<file path="config.mk">
export PLATFORM = sky130hd
export DESIGN_NAME = jog_pendant_controller_top
export DESIGN_NICKNAME = d
export VERILOG_FILES = /design/src/hw/rtl/jpc_pkg.sv /design/src/hw/rtl/jpc_sense.sv /design/src/hw/rtl/jpc_front.sv /design/src/hw/rtl/jpc_fifo.sv /design/src/hw/rtl/jpc_back.sv /design/src/hw/rtl/jog_pendant_controller_top.sv
export SDC_FILE = /design/constraint.sdc
export NUM_CORES = 1
export LEC_CHECK = 0
export ABC_AREA = 1
export BUFFER_PORTS_ARGS = -buffer_cell sky130_fd_sc_hd__buf_2
export CAP_MARGIN = 20
export CELL_PAD_IN_SITES_DETAIL_PLACEMENT = 0
export CELL_PAD_IN_SITES_GLOBAL_PLACEMENT = 1
export CORE_UTILIZATION = 47
export CTS_CLUSTER_SIZE = 25
export DETAILED_ROUTE_END_ITERATION = 7
export HOLD_SLACK_MARGIN = 0.03
export PLACE_DENSITY_LB_ADDON = 0.1
export SYNTH_ARGS = -nofsm -noshare
export SYNTH_HDL_FRONTEND = slang
export SYNTH_HIERARCHICAL = 1
export SYNTH_SLANG_ARGS = --single-unit
</file>
<file path="constraint.sdc">
create_clock -name clk_i -period 5.65 [get_ports clk_i]
set_clock_uncertainty 0.15 [all_clocks]
set_input_delay 0.8475 -clock clk_i [delete_from_list [all_inputs] [get_ports clk_i]]
set_output_delay 0.8475 -clock clk_i [all_outputs]
set_load 0.05 [all_outputs]
</file>
<file path="src/hw/rtl/jpc_pkg.sv">
`default_nettype none

package jpc_pkg;

  localparam int unsigned FIFO_DEPTH = 4;
  localparam int unsigned MAX_RESULTS = 6;
  localparam int unsigned IDX_W = $clog2(MAX_RESULTS);

  localparam logic [8:0] FEED_MIN = 9'd20;
  localparam logic [8:0] FEED_MAX = 9'd500;
  localparam logic [8:0] FEED_STEP = 9'd20;
  localparam logic [8:0] FEED_RESET = 9'd240;
  localparam logic [8:0] PULSE_FEED = 9'd200;
  localparam logic [2:0] MODE_CONT = 3'd0;
  localparam logic [2:0] MODE_MAX = 3'd4;
  localparam logic [15:0] IDLE_MAX = 16'hFFFF;
  localparam logic signed [15:0] PRESS_LEVEL = 16'sd1000;

  localparam logic [11:0] X_CENTER_RESET = 12'd2048;
  localparam logic [11:0] Y_CENTER_RESET = 12'd2048;
  localparam logic [11:0] DEADZONE_RESET = 12'd100;
  localparam logic [15:0] IDLE_TIMEOUT_RESET = 16'd15000;

  typedef enum logic [2:0] {
    CFG_JOYSTICK_DIGITAL = 3'd0,
    CFG_X_CENTER         = 3'd1,
    CFG_Y_CENTER         = 3'd2,
    CFG_DEADZONE         = 3'd3,
    CFG_IDLE_TIMEOUT     = 3'd4
  } cfg_idx_e;

  typedef enum logic [2:0] {
    KEY_NONE      = 3'd0,
    KEY_MODE_NEXT = 3'd1,
    KEY_MODE_PREV = 3'd2,
    KEY_FEED_UP   = 3'd3,
    KEY_FEED_DOWN = 3'd4,
    KEY_SET_X     = 3'd5,
    KEY_SET_Z     = 3'd6
  } key_e;

  typedef enum logic [2:0] {
    KIND_STATUS = 3'd0,
    KIND_MOVE   = 3'd1,
    KIND_CANCEL = 3'd2,
    KIND_DWELL  = 3'd3,
    KIND_SET    = 3'd4,
    KIND_EXIT   = 3'd5
  } kind_e;

  typedef struct packed {
    logic signed [15:0] adc_ch0;
    logic signed [15:0] adc_ch1;
    logic signed [15:0] adc_ch2;
    logic signed [15:0] adc_ch3;
    logic [2:0]         key_code;
    logic [9:0]         elapsed_ms;
  } poll_t;

  typedef struct packed {
    kind_e      kind;
    logic       axis;
    logic       negative;
    logic [2:0] distance_code;
    logic [8:0] feed_rate;
    logic [3:0] direction_bits;
    logic [2:0] step_mode;
    logic       last;
  } result_t;

  typedef struct packed {
    logic        joystick_digital;
    logic [11:0] x_center;
    logic [11:0] y_center;
    logic [11:0] deadzone;
    logic [15:0] idle_timeout_ms;
  } cfg_t;

  typedef struct packed {
    logic [3:0] dirs;
    logic [2:0] key_code;
    logic [9:0] elapsed_ms;
  } sensed_t;

  typedef struct packed {
    logic [3:0] dirs;
    logic [2:0] mode;
    logic [8:0] status_feed;
    logic       timeout;
    logic       set_req;
    logic       set_axis;
    logic       move;
    logic       move_axis;
    logic       move_neg;
    logic [2:0] move_dist;
    logic [8:0] move_feed;
    logic       move_dwell;
    logic       release_seq;
  } rec_t;

  typedef struct packed {
    logic full;
    logic empty;
  } fifo_status_t;

endpackage

`default_nettype wire

</file>
<file path="src/hw/rtl/jpc_sense.sv">
`default_nettype none

module jpc_sense import jpc_pkg::*; (
  input  wire logic    clk_i,
  input  wire logic    rst_ni,
  input  wire logic    accept_i,
  input  wire logic    fire_i,
  input  wire poll_t   poll_i,
  input  wire cfg_t    cfg_i,
  output logic         valid_o,
  output sensed_t      sensed_o
);

  function automatic logic [29:0] times_4095(input logic [15:0] u);
    return {2'b0, u, 12'b0} - {14'b0, u};
  endfunction

  function automatic logic [29:0] times_65535(input logic [12:0] t);
    return {1'b0, t, 16'b0} - {17'b0, t};
  endfunction

  logic        valid_q, valid_d;
  sensed_t     sensed_q;
  logic [3:0]  dirs_dig, dirs_ana, dirs;
  logic [29:0] ax, ay;
  logic [12:0] x_lo, x_hi, y_lo, y_hi;

  always_comb begin
    dirs_dig[0] = $signed(poll_i.adc_ch2) < PRESS_LEVEL;
    dirs_dig[1] = $signed(poll_i.adc_ch0) < PRESS_LEVEL;
    dirs_dig[2] = $signed(poll_i.adc_ch1) < PRESS_LEVEL;
    dirs_dig[3] = $signed(poll_i.adc_ch3) < PRESS_LEVEL;

    ax = times_4095({~poll_i.adc_ch2[15], poll_i.adc_ch2[14:0]});
    ay = times_4095({~poll_i.adc_ch3[15], poll_i.adc_ch3[14:0]});
    x_lo = {1'b0, cfg_i.x_center} - {1'b0, cfg_i.deadzone};
    x_hi = {1'b0, cfg_i.x_center} + {1'b0, cfg_i.deadzone};
    y_lo = {1'b0, cfg_i.y_center} - {1'b0, cfg_i.deadzone};
    y_hi = {1'b0, cfg_i.y_center} + {1'b0, cfg_i.deadzone};

    dirs_ana[0] = !x_lo[12] && (ax < times_65535(x_lo + 13'd1));
    dirs_ana[1] = ax >= times_65535(x_hi);
    dirs_ana[2] = !y_lo[12] && (ay < times_65535(y_lo + 13'd1));
    dirs_ana[3] = ay >= times_65535(y_hi);

    dirs = cfg_i.joystick_digital ? dirs_dig : dirs_ana;
  end

  always_comb begin
    valid_d = valid_q;
    if (accept_i) begin
      valid_d = 1'b1;
    end else if (fire_i) begin
      valid_d = 1'b0;
    end
  end

  always_ff @(posedge clk_i or negedge rst_ni) begin
    if (!rst_ni) begin
      valid_q <= 1'b0;
    end else begin
      valid_q <= valid_d;
    end
  end

  always_ff @(posedge clk_i) begin
    if (accept_i) begin
      sensed_q.dirs       <= dirs;
      sensed_q.key_code   <= poll_i.key_code;
      sensed_q.elapsed_ms <= poll_i.elapsed_ms;
    end
  end

  assign valid_o  = valid_q;
  assign sensed_o = sensed_q;

endmodule

`default_nettype wire

</file>
<file path="src/hw/rtl/jpc_front.sv">
`default_nettype none

module jpc_front import jpc_pkg::*; (
  input  wire logic        clk_i,
  input  wire logic        rst_ni,
  input  wire logic        fire_i,
  input  wire sensed_t     sensed_i,
  input  wire logic [15:0] idle_timeout_i,
  output rec_t             rec_o
);

  logic [2:0]  mode_q, mode_d;
  logic [8:0]  feed_q, feed_d;
  logic        await_q, await_d;
  logic        active_q, active_d;
  logic [15:0] idle_q, idle_d;

  logic [16:0] idle_sum;
  logic [15:0] idle_acc;
  logic [9:0]  feed_up;
  logic        single, sel_axis, sel_neg;
  logic [3:0]  dirs;
  rec_t        rec;

  always_comb begin
    dirs = sensed_i.dirs;
    single = 1'b1;
    sel_axis = 1'b0;
    sel_neg = 1'b0;
    unique case (dirs)
      4'b0001: begin
        sel_axis = 1'b0;
        sel_neg  = 1'b0;
      end
      4'b0010: begin
        sel_axis = 1'b0;
        sel_neg  = 1'b1;
      end
      4'b0100: begin
        sel_axis = 1'b1;
        sel_neg  = 1'b1;
      end
      4'b1000: begin
        sel_axis = 1'b1;
        sel_neg  = 1'b0;
      end
      default: single = 1'b0;
    endcase

    idle_sum = {1'b0, idle_q} + {7'b0, sensed_i.elapsed_ms};
    idle_acc = idle_sum[16] ? IDLE_MAX : idle_sum[15:0];
    if (dirs != 4'd0) begin
      idle_acc = 16'd0;
    end
    feed_up = {1'b0, feed_q} + {1'b0, FEED_STEP};

    mode_d   = mode_q;
    feed_d   = feed_q;
    await_d  = await_q;
    active_d = active_q;
    idle_d   = idle_acc;

    rec             = '0;
    rec.dirs        = dirs;
    rec.mode        = mode_q;
    rec.status_feed = feed_q;

    if (idle_acc > idle_timeout_i) begin
      rec.timeout = 1'b1;
      idle_d = 16'd0;
      mode_d = MODE_CONT;
      feed_d = FEED_RESET;
    end else begin
      if (sensed_i.key_code != KEY_NONE) begin
        idle_d = 16'd0;
      end
      unique case (sensed_i.key_code)
        KEY_MODE_NEXT: mode_d = (mode_q == MODE_MAX) ? MODE_CONT : mode_q + 3'd1;
        KEY_MODE_PREV: mode_d = (mode_q == MODE_CONT) ? MODE_MAX : mode_q - 3'd1;
        KEY_FEED_UP:   feed_d = (feed_up > {1'b0, FEED_MAX}) ? FEED_MAX : feed_up[8:0];
        KEY_FEED_DOWN: feed_d = (feed_q < FEED_MIN + FEED_STEP) ? FEED_MIN : feed_q - FEED_STEP;
        KEY_SET_X: begin
          rec.set_req  = 1'b1;
          rec.set_axis = 1'b0;
        end
        KEY_SET_Z: begin
          rec.set_req  = 1'b1;
          rec.set_axis = 1'b1;
        end
        default: ;
      endcase
      rec.mode        = mode_d;
      rec.status_feed = feed_d;
      rec.move_axis   = sel_axis;
      rec.move_neg    = sel_neg;

      if (mode_d != MODE_CONT) begin
        if (await_q) begin
          if (dirs == 4'd0) begin
            await_d = 1'b0;
          end
        end else if (single) begin
          rec.move       = 1'b1;
          rec.move_dist  = mode_d;
          rec.move_feed  = PULSE_FEED;
          rec.move_dwell = 1'b1;
          await_d        = 1'b1;
        end
      end else begin
        if (dirs == 4'd0) begin
          rec.release_seq = active_q;
          active_d = 1'b0;
        end else if (!active_q && single) begin
          rec.move      = 1'b1;
          rec.move_dist = 3'd0;
          rec.move_feed = feed_d;
          active_d      = 1'b1;
        end
      end
    end
  end

  always_ff @(posedge clk_i or negedge rst_ni) begin
    if (!rst_ni) begin
      mode_q   <= MODE_CONT;
      feed_q   <= FEED_RESET;
      await_q  <= 1'b0;
      active_q <= 1'b0;
      idle_q   <= 16'd0;
    end else if (fire_i) begin
      mode_q   <= mode_d;
      feed_q   <= feed_d;
      await_q  <= await_d;
      active_q <= active_d;
      idle_q   <= idle_d;
    end
  end

  assign rec_o = rec;

endmodule

`default_nettype wire

</file>
<file path="src/hw/rtl/jpc_fifo.sv">
`default_nettype none

module jpc_fifo import jpc_pkg::*; (
  input  wire logic  clk_i,
  input  wire logic  rst_ni,
  input  wire logic  push_i,
  input  wire rec_t  wdata_i,
  input  wire logic  pop_i,
  output rec_t       rdata_o,
  output fifo_status_t status_o
);

  localparam int unsigned PTR_W = (FIFO_DEPTH > 1) ? $clog2(FIFO_DEPTH) : 1;
  localparam int unsigned CNT_W = $clog2(FIFO_DEPTH + 1);
  localparam logic [PTR_W-1:0] LAST_PTR = PTR_W'(FIFO_DEPTH - 1);

  rec_t             entries_q [FIFO_DEPTH];
  logic [PTR_W-1:0] wptr_q, wptr_d, rptr_q, rptr_d;
  logic [CNT_W-1:0] cnt_q, cnt_d;
  logic             do_push, do_pop;

  assign status_o.full  = (cnt_q == CNT_W'(FIFO_DEPTH));
  assign status_o.empty = (cnt_q == '0);
  assign do_push = push_i && !status_o.full;
  assign do_pop  = pop_i && !status_o.empty;

  always_comb begin
    wptr_d = wptr_q;
    rptr_d = rptr_q;
    cnt_d  = cnt_q;
    if (do_push) begin
      wptr_d = (wptr_q == LAST_PTR) ? '0 : wptr_q + 1'b1;
    end
    if (do_pop) begin
      rptr_d = (rptr_q == LAST_PTR) ? '0 : rptr_q + 1'b1;
    end
    if (do_push && !do_pop) begin
      cnt_d = cnt_q + 1'b1;
    end else if (do_pop && !do_push) begin
      cnt_d = cnt_q - 1'b1;
    end
  end

  always_ff @(posedge clk_i or negedge rst_ni) begin
    if (!rst_ni) begin
      wptr_q <= '0;
      rptr_q <= '0;
      cnt_q  <= '0;
    end else begin
      wptr_q <= wptr_d;
      rptr_q <= rptr_d;
      cnt_q  <= cnt_d;
    end
  end

  always_ff @(posedge clk_i) begin
    if (do_push) begin
      entries_q[wptr_q] <= wdata_i;
    end
  end

  assign rdata_o = entries_q[rptr_q];

endmodule

`default_nettype wire

</file>
<file path="src/hw/rtl/jpc_back.sv">
`default_nettype none

module jpc_back import jpc_pkg::*; (
  input  wire logic  clk_i,
  input  wire logic  rst_ni,
  input  wire rec_t  rec_i,
  input  wire logic  rec_avail_i,
  output logic       rec_take_o,
  input  wire logic  pop_i,
  output logic       empty_o,
  output result_t    item_o
);

  rec_t             rec_q;
  logic             vld_q, vld_d;
  logic [IDX_W-1:0] idx_q, idx_d;
  kind_e            kinds [MAX_RESULTS];
  logic [IDX_W-1:0] cnt;
  logic             is_last, load;
  result_t          item;

  always_comb begin
    for (int i = 0; i < MAX_RESULTS; i++) begin
      kinds[i] = KIND_STATUS;
    end
    cnt = IDX_W'(1);
    if (rec_q.timeout) begin
      kinds[1] = KIND_CANCEL;
      kinds[2] = KIND_EXIT;
      cnt = IDX_W'(3);
    end else begin
      if (rec_q.set_req) begin
        kinds[cnt]          = KIND_CANCEL;
        kinds[cnt + 1'b1]   = KIND_SET;
        cnt = cnt + IDX_W'(2);
      end
      if (rec_q.move) begin
        kinds[cnt] = KIND_MOVE;
        cnt = cnt + 1'b1;
        if (rec_q.move_dwell) begin
          kinds[cnt] = KIND_DWELL;
          cnt = cnt + 1'b1;
        end
      end
      if (rec_q.release_seq) begin
        kinds[cnt]              = KIND_CANCEL;
        kinds[cnt + 1'b1]       = KIND_DWELL;
        kinds[cnt + IDX_W'(2)]  = KIND_CANCEL;
        cnt = cnt + IDX_W'(3);
      end
    end
  end

  assign is_last = (idx_q == cnt - 1'b1);

  always_comb begin
    item                = '0;
    item.kind           = kinds[idx_q];
    item.direction_bits = rec_q.dirs;
    item.step_mode      = rec_q.mode;
    item.last           = is_last;
    unique case (item.kind)
      KIND_STATUS: item.feed_rate = rec_q.status_feed;
      KIND_MOVE: begin
        item.axis          = rec_q.move_axis;
        item.negative      = rec_q.move_neg;
        item.distance_code = rec_q.move_dist;
        item.feed_rate     = rec_q.move_feed;
      end
      KIND_SET: item.axis = rec_q.set_axis;
      default: ;
    endcase
  end

  assign load       = !vld_q || (pop_i && is_last);
  assign rec_take_o = load && rec_avail_i;

  always_comb begin
    vld_d = vld_q;
    idx_d = idx_q;
    if (load) begin
      vld_d = rec_avail_i;
      idx_d = '0;
    end else if (pop_i) begin
      idx_d = idx_q + 1'b1;
    end
  end

  always_ff @(posedge clk_i or negedge rst_ni) begin
    if (!rst_ni) begin
      vld_q <= 1'b0;
      idx_q <= '0;
    end else begin
      vld_q <= vld_d;
      idx_q <= idx_d;
    end
  end

  always_ff @(posedge clk_i) begin
    if (rec_take_o) begin
      rec_q <= rec_i;
    end
  end

  assign empty_o = !vld_q;
  assign item_o  = item;

endmodule

`default_nettype wire

</file>
<file path="src/hw/rtl/jog_pendant_controller_top.sv">
`default_nettype none
// A poll passes the sense register, then the command queue, then the sequencer register.
// Throughput: one poll per cycle into the command queue while it is not full; the
// sequencer shows one result per cycle while pop is held; a poll has 1 to 6 results.
// Reset: rst_ni is asynchronous and active low; it restores the control registers,
// configuration and jog state (continuous mode, feed 240) at once; empties the queue.

module jog_pendant_controller_top import jpc_pkg::*; (
  input  wire logic        clk_i,
  input  wire logic        rst_ni,
  input  wire logic        push,
  output logic             full,
  input  wire poll_t       in_item_i,
  output logic             empty,
  input  wire logic        pop,
  output result_t          out_item_o,
  input  wire logic        cfg_we_i,
  input  wire logic [2:0]  cfg_addr_i,
  input  wire logic [15:0] cfg_wdata_i
);

  cfg_t         cfg_q;
  logic         accept, fire, sense_vld, rec_take;
  sensed_t      sensed;
  rec_t         rec_in, rec_out;
  fifo_status_t fifo_st;

  always_ff @(posedge clk_i or negedge rst_ni) begin
    if (!rst_ni) begin
      cfg_q.joystick_digital <= 1'b0;
      cfg_q.x_center         <= X_CENTER_RESET;
      cfg_q.y_center         <= Y_CENTER_RESET;
      cfg_q.deadzone         <= DEADZONE_RESET;
      cfg_q.idle_timeout_ms  <= IDLE_TIMEOUT_RESET;
    end else if (cfg_we_i) begin
      unique case (cfg_addr_i)
        CFG_JOYSTICK_DIGITAL: cfg_q.joystick_digital <= cfg_wdata_i[0];
        CFG_X_CENTER:         cfg_q.x_center         <= cfg_wdata_i[11:0];
        CFG_Y_CENTER:         cfg_q.y_center         <= cfg_wdata_i[11:0];
        CFG_DEADZONE:         cfg_q.deadzone         <= cfg_wdata_i[11:0];
        CFG_IDLE_TIMEOUT:     cfg_q.idle_timeout_ms  <= cfg_wdata_i;
        default: ;
      endcase
    end
  end

  assign full   = sense_vld && fifo_st.full;
  assign accept = push && !full;
  assign fire   = sense_vld && !fifo_st.full;

  jpc_sense u_sense (
    .clk_i    (clk_i),
    .rst_ni   (rst_ni),
    .accept_i (accept),
    .fire_i   (fire),
    .poll_i   (in_item_i),
    .cfg_i    (cfg_q),
    .valid_o  (sense_vld),
    .sensed_o (sensed)
  );

  jpc_front u_front (
    .clk_i          (clk_i),
    .rst_ni         (rst_ni),
    .fire_i         (fire),
    .sensed_i       (sensed),
    .idle_timeout_i (cfg_q.idle_timeout_ms),
    .rec_o          (rec_in)
  );

  jpc_fifo u_fifo (
    .clk_i    (clk_i),
    .rst_ni   (rst_ni),
    .push_i   (fire),
    .wdata_i  (rec_in),
    .pop_i    (rec_take),
    .rdata_o  (rec_out),
    .status_o (fifo_st)
  );

  jpc_back u_back (
    .clk_i       (clk_i),
    .rst_ni      (rst_ni),
    .rec_i       (rec_out),
    .rec_avail_i (!fifo_st.empty),
    .rec_take_o  (rec_take),
    .pop_i       (pop),
    .empty_o     (empty),
    .item_o      (out_item_o)
  );

  a_exit_is_last: assert property (@(posedge clk_i) disable iff (!rst_ni)
    (!empty && out_item_o.kind == KIND_EXIT) |-> out_item_o.last)
    else $error("scene exit not the final result of its poll");

  a_move_dist: assert property (@(posedge clk_i) disable iff (!rst_ni)
    (!empty && out_item_o.kind == KIND_MOVE) |-> out_item_o.distance_code == out_item_o.step_mode)
    else $error("move distance does not follow step mode");

  a_pulse_feed: assert property (@(posedge clk_i) disable iff (!rst_ni)
    (!empty && out_item_o.kind == KIND_MOVE && out_item_o.step_mode != MODE_CONT)
      |-> out_item_o.feed_rate == PULSE_FEED)
    else $error("pulse move with wrong feed");

  a_status_first: assert property (@(posedge clk_i) disable iff (!rst_ni)
    ($past(pop && !empty && out_item_o.last) && !empty) |-> out_item_o.kind == KIND_STATUS)
    else $error("poll results do not start with a status");

endmodule

`default_nettype wire
</file>
==> flow_summary.toml <==
[logic_synthesis]
yosysWarnings = 6
yosysSeqAreaShare_pct = 34.73
synth_edf_count = 197
synthCells = 3104
avgSynthCellArea_um2 = 7.711
yosysUniqueCellTypes = 64
ys_seq_elements = 292
synth_area_um2 = 23940
async_flop_share_pct = 32.53
ys.flop_type = "edfxtp_1"

[worst_setup_path]
critPathRequiredTime_ns = 5.82
cp_max_fo = 9
reg2reg_from = "cfg_q[18]$_DFFE_PN1P_"
critical_path.endpoint_type = "register"
r2r_cells = 23
crit_type = "register to register"
start_kind = "register"
r2r-end = "u_sense/sensed_o[14]$_DFFE_PP_"
reg2reg_slack_ns = 0.72
cp.arrival_ns = 5.11

[clocking]
cts-htree-levels = 1
cts.sinks = 292
cts-root-buf = "clkbuf_16"
postCtsHoldBufs = 0
clk_pin_slew_worst_paths_ns = 0.06
clk_latency_ns = 0.57
cts_resized = 0
clock_path_buffers = 3
cts_buffers = 29
postCtsSetupBuffers = 0
cts_tree = "built"

[sta]
tightest_slew_ns = 0.9118
drv_slew = 0
fin_crit_ns = 4.933
rsz0062_at_grt = "no"
hold_violations = 0
fin_crit_sh_pct = 87.30
setup_viol = 0
setup_tns_ns = 0
fmax_mhz = 202.7
worst_slack_ns = 0.7175
maxSlewHeadroom_pct = 39.07

[power_and_ir_drop]
p_clk_share_pct = 15.5
switchingPower_uw = 6134
p_leak_uw = 0.01276
ir_worst_vdd_mv = 0.2950
power.density_nw_per_um2 = 486.5
internal_power_uw = 6458
p_seq_share_pct = 28.3
p_sw_share_pct = 48.71
p_comb_share_pct = 56.2

[floorplanning]
fp-row-count = 82
initial_core_util_pct = 47.71
boundaryPins = 128
core_area_um2 = 50170
dieWidth_um = 227.7
die_h_um = 227.7
design.die.area_um2 = 51830

[global_route]
grt_pass1_vias = 18930
grt_overflow = 0
grt_max_degree = 90
grt_pass1_wl_um = 101300
grt_usage_pct = 24.90
antenna_found_initial = 0

[route]
vias = 20430
drtIter0Drc = 1185
ant_nets = 0
wl_per_cell_um = 16.54
first_pass_iters = 5
drc_errors = 0
wl_um = 64290
via_per_inst = 5.254

[layout]
seqCellArea_um2 = 8317
nets = 3528
layout_commonest_cell = "nand2_1"
multi_input_area_um2 = 13260
fillers = 4899
areaGrowthSynthToFinish_pct = 8.155
antennaDiodeCount = 0
drive_gt1_share_pct = 12.28
layout_common_cells = "866 x nand2_1, 438 x inv_1, 226 x ha_1"

[run_status]
status = "finished, final reports clean"

[place]
place_ws_ns = 0.7114
hpwl_um = 51320
gp_congestion = 0.9190
port_buffers = 121

[run]
max_cap_violations = 0

[min_path]
hold_path.class = "input port to asynchronous set/reset pin"
[synthesized netlist by cell type (16+ instances only)]
master	n	area, um^2
nand3_2	22	220.2
edfxtp_1	197	5916
xor2_1	79	691.9
o211ai_1	80	600.6
o21ai_1	28	140.1
xnor2_1	27	236.5
inv_2	37	138.9
dfrtp_1	79	1977
dfstp_2	16	420.4
inv_1	438	1644
buf_6	27	304.0
nand2_2	44	275.3
a21oi_1	121	605.6
nor3_1	36	180.2
nand4_1	77	481.7
nor2_4	16	180.2
buf_4	23	172.7
buf_2	25	125.1
nand3_1	194	970.9
ha_1	226	2828
nand2_1	866	3251
nor2_1	203	762.0
o21ai_0	81	405.4
nor2_2	24	150.1
[critical path, cell delays in order (launching register included)]
cell	delay, ns
dfstp_2	0.57
inv_1	0.10
ha_1	0.61
inv_1	0.11
nand2_1	0.10
nand3_1	0.13
xor2_1	0.33
nand2_1	0.12
nor2_1	0.20
nand3_1	0.13
nor2_1	0.13
inv_2	0.07
nor3_4	0.17
nand3_2	0.19
o21ai_0	0.23
ha_1	0.27
nand2_1	0.12
inv_1	0.05
a221oi_1	0.29
o21ai_0	0.15
a21oi_1	0.14
nand3_1	0.18
nand2_1	0.11
nand2_1	0.05
[routing by layer]
metal | vias to the layer above | wire length (um) | GRT usage, %
met3 | 75 | 2554 | 2.185
li1 | 10410 | - | -
met1 | 9501 | 30970 | 35.52
met5 | - | 0 | 0
met2 | 440 | 29570 | 41.29
met4 | 0 | 1201 | 4.785
[final cells by class]
cell class                      count  area share [%]
Clock buffer                       37           2.997
Clock inverter                     17          0.7347
Inverter                          476           6.902
Multi-Input combinational cell   2258           51.21
Sequential cell                   292           32.13
Tap cell                          672           3.248
Timing Repair Buffer              136           2.784
[power groups by stage]
stage	clock network [uW]	logic [uW]	registers, uW
2_1_floorplan	0	5550	3400
3_5_place_dp	0	7080	3600
3_3_place_gp	0	6930	3580
5_1_grt	2080	8020	3630
6_report	1950	7080	3560
4_1_cts	2000	7110	3560
[worst max path at each step]
stage	from	endpoint	slack [ns]	depth (start not counted)
detailed placement	cfg_q[18]$_DFFE_PN1P_	u_sense/sensed_o[14]$_DFFE_PP_	0.71	23
floorplan	u_back/rec_q[16]$_DFFE_PP_	u_fifo/cnt_q[1]$_DFFE_PN0P_	1.29	16
global route	cfg_q[17]$_DFFE_PN0P_	u_sense/sensed_o[16]$_DFFE_PP_	0.16	24
CTS	cfg_q[18]$_DFFE_PN1P_	u_sense/sensed_o[14]$_DFFE_PP_	0.71	23
global placement	cfg_q[18]$_DFFE_PN1P_	u_sense/sensed_o[14]$_DFFE_PP_	0.76	23
finish	cfg_q[18]$_DFFE_PN1P_	u_sense/sensed_o[14]$_DFFE_PP_	0.72	23
[metrics by stage]
| step | util [%] | cell area (um^2) | hold WS (ns) | total power (uW) | cells |
|---|---|---|---|---|---|
| final | 51.60 | 25890 | 0.1049 | 12590 | 3888 |
| after global routing | 51.60 | 25890 | 0.1321 | 13740 | 3888 |
| after CTS | 51.60 | 25890 | 0.1031 | 12680 | 3888 |
| after detailed placement | 49.67 | 24920 | 0.3094 | 10680 | 3834 |
| after global placement | 49.67 | 24920 | 0.3073 | 10510 | 3834 |
| after floorplan | - | 23950 | 0.2919 | 8949 | 3107 |
[state kept, by name, indices dropped and copies added (netlist names), 2 cells and up]
| register | flops |
|---|---|
| u_back/item_o | 7 |
| cfg_q | 53 |
| u_fifo/cnt_q | 3 |
| u_front/mode_q | 3 |
| u_front/idle_q | 16 |
| u_sense/sensed_o | 17 |
| u_fifo/wptr_q | 2 |
| u_fifo/entries_q | 144 |
| u_front/feed_q | 9 |
| u_back/rec_q | 29 |
| u_fifo/rptr_q | 2 |
| u_back/idx_q | 3 |
[cells by family (layout without fill, tap and decap cells)]
group,count (synthesis),in the layout,synth area share (%)
AOI/OAI and AO/OA,377,377,9.665
other,1,4,0.01567
xor gates and xnor gates,113,113,4.401
buffers and inverters,557,666,10.07
and+or+nand+nor,1530,1530,28.63
adders and majority gates,234,234,12.48
DFF,292,292,34.73
Note: power is estimated with default switching activity, not from simulation.
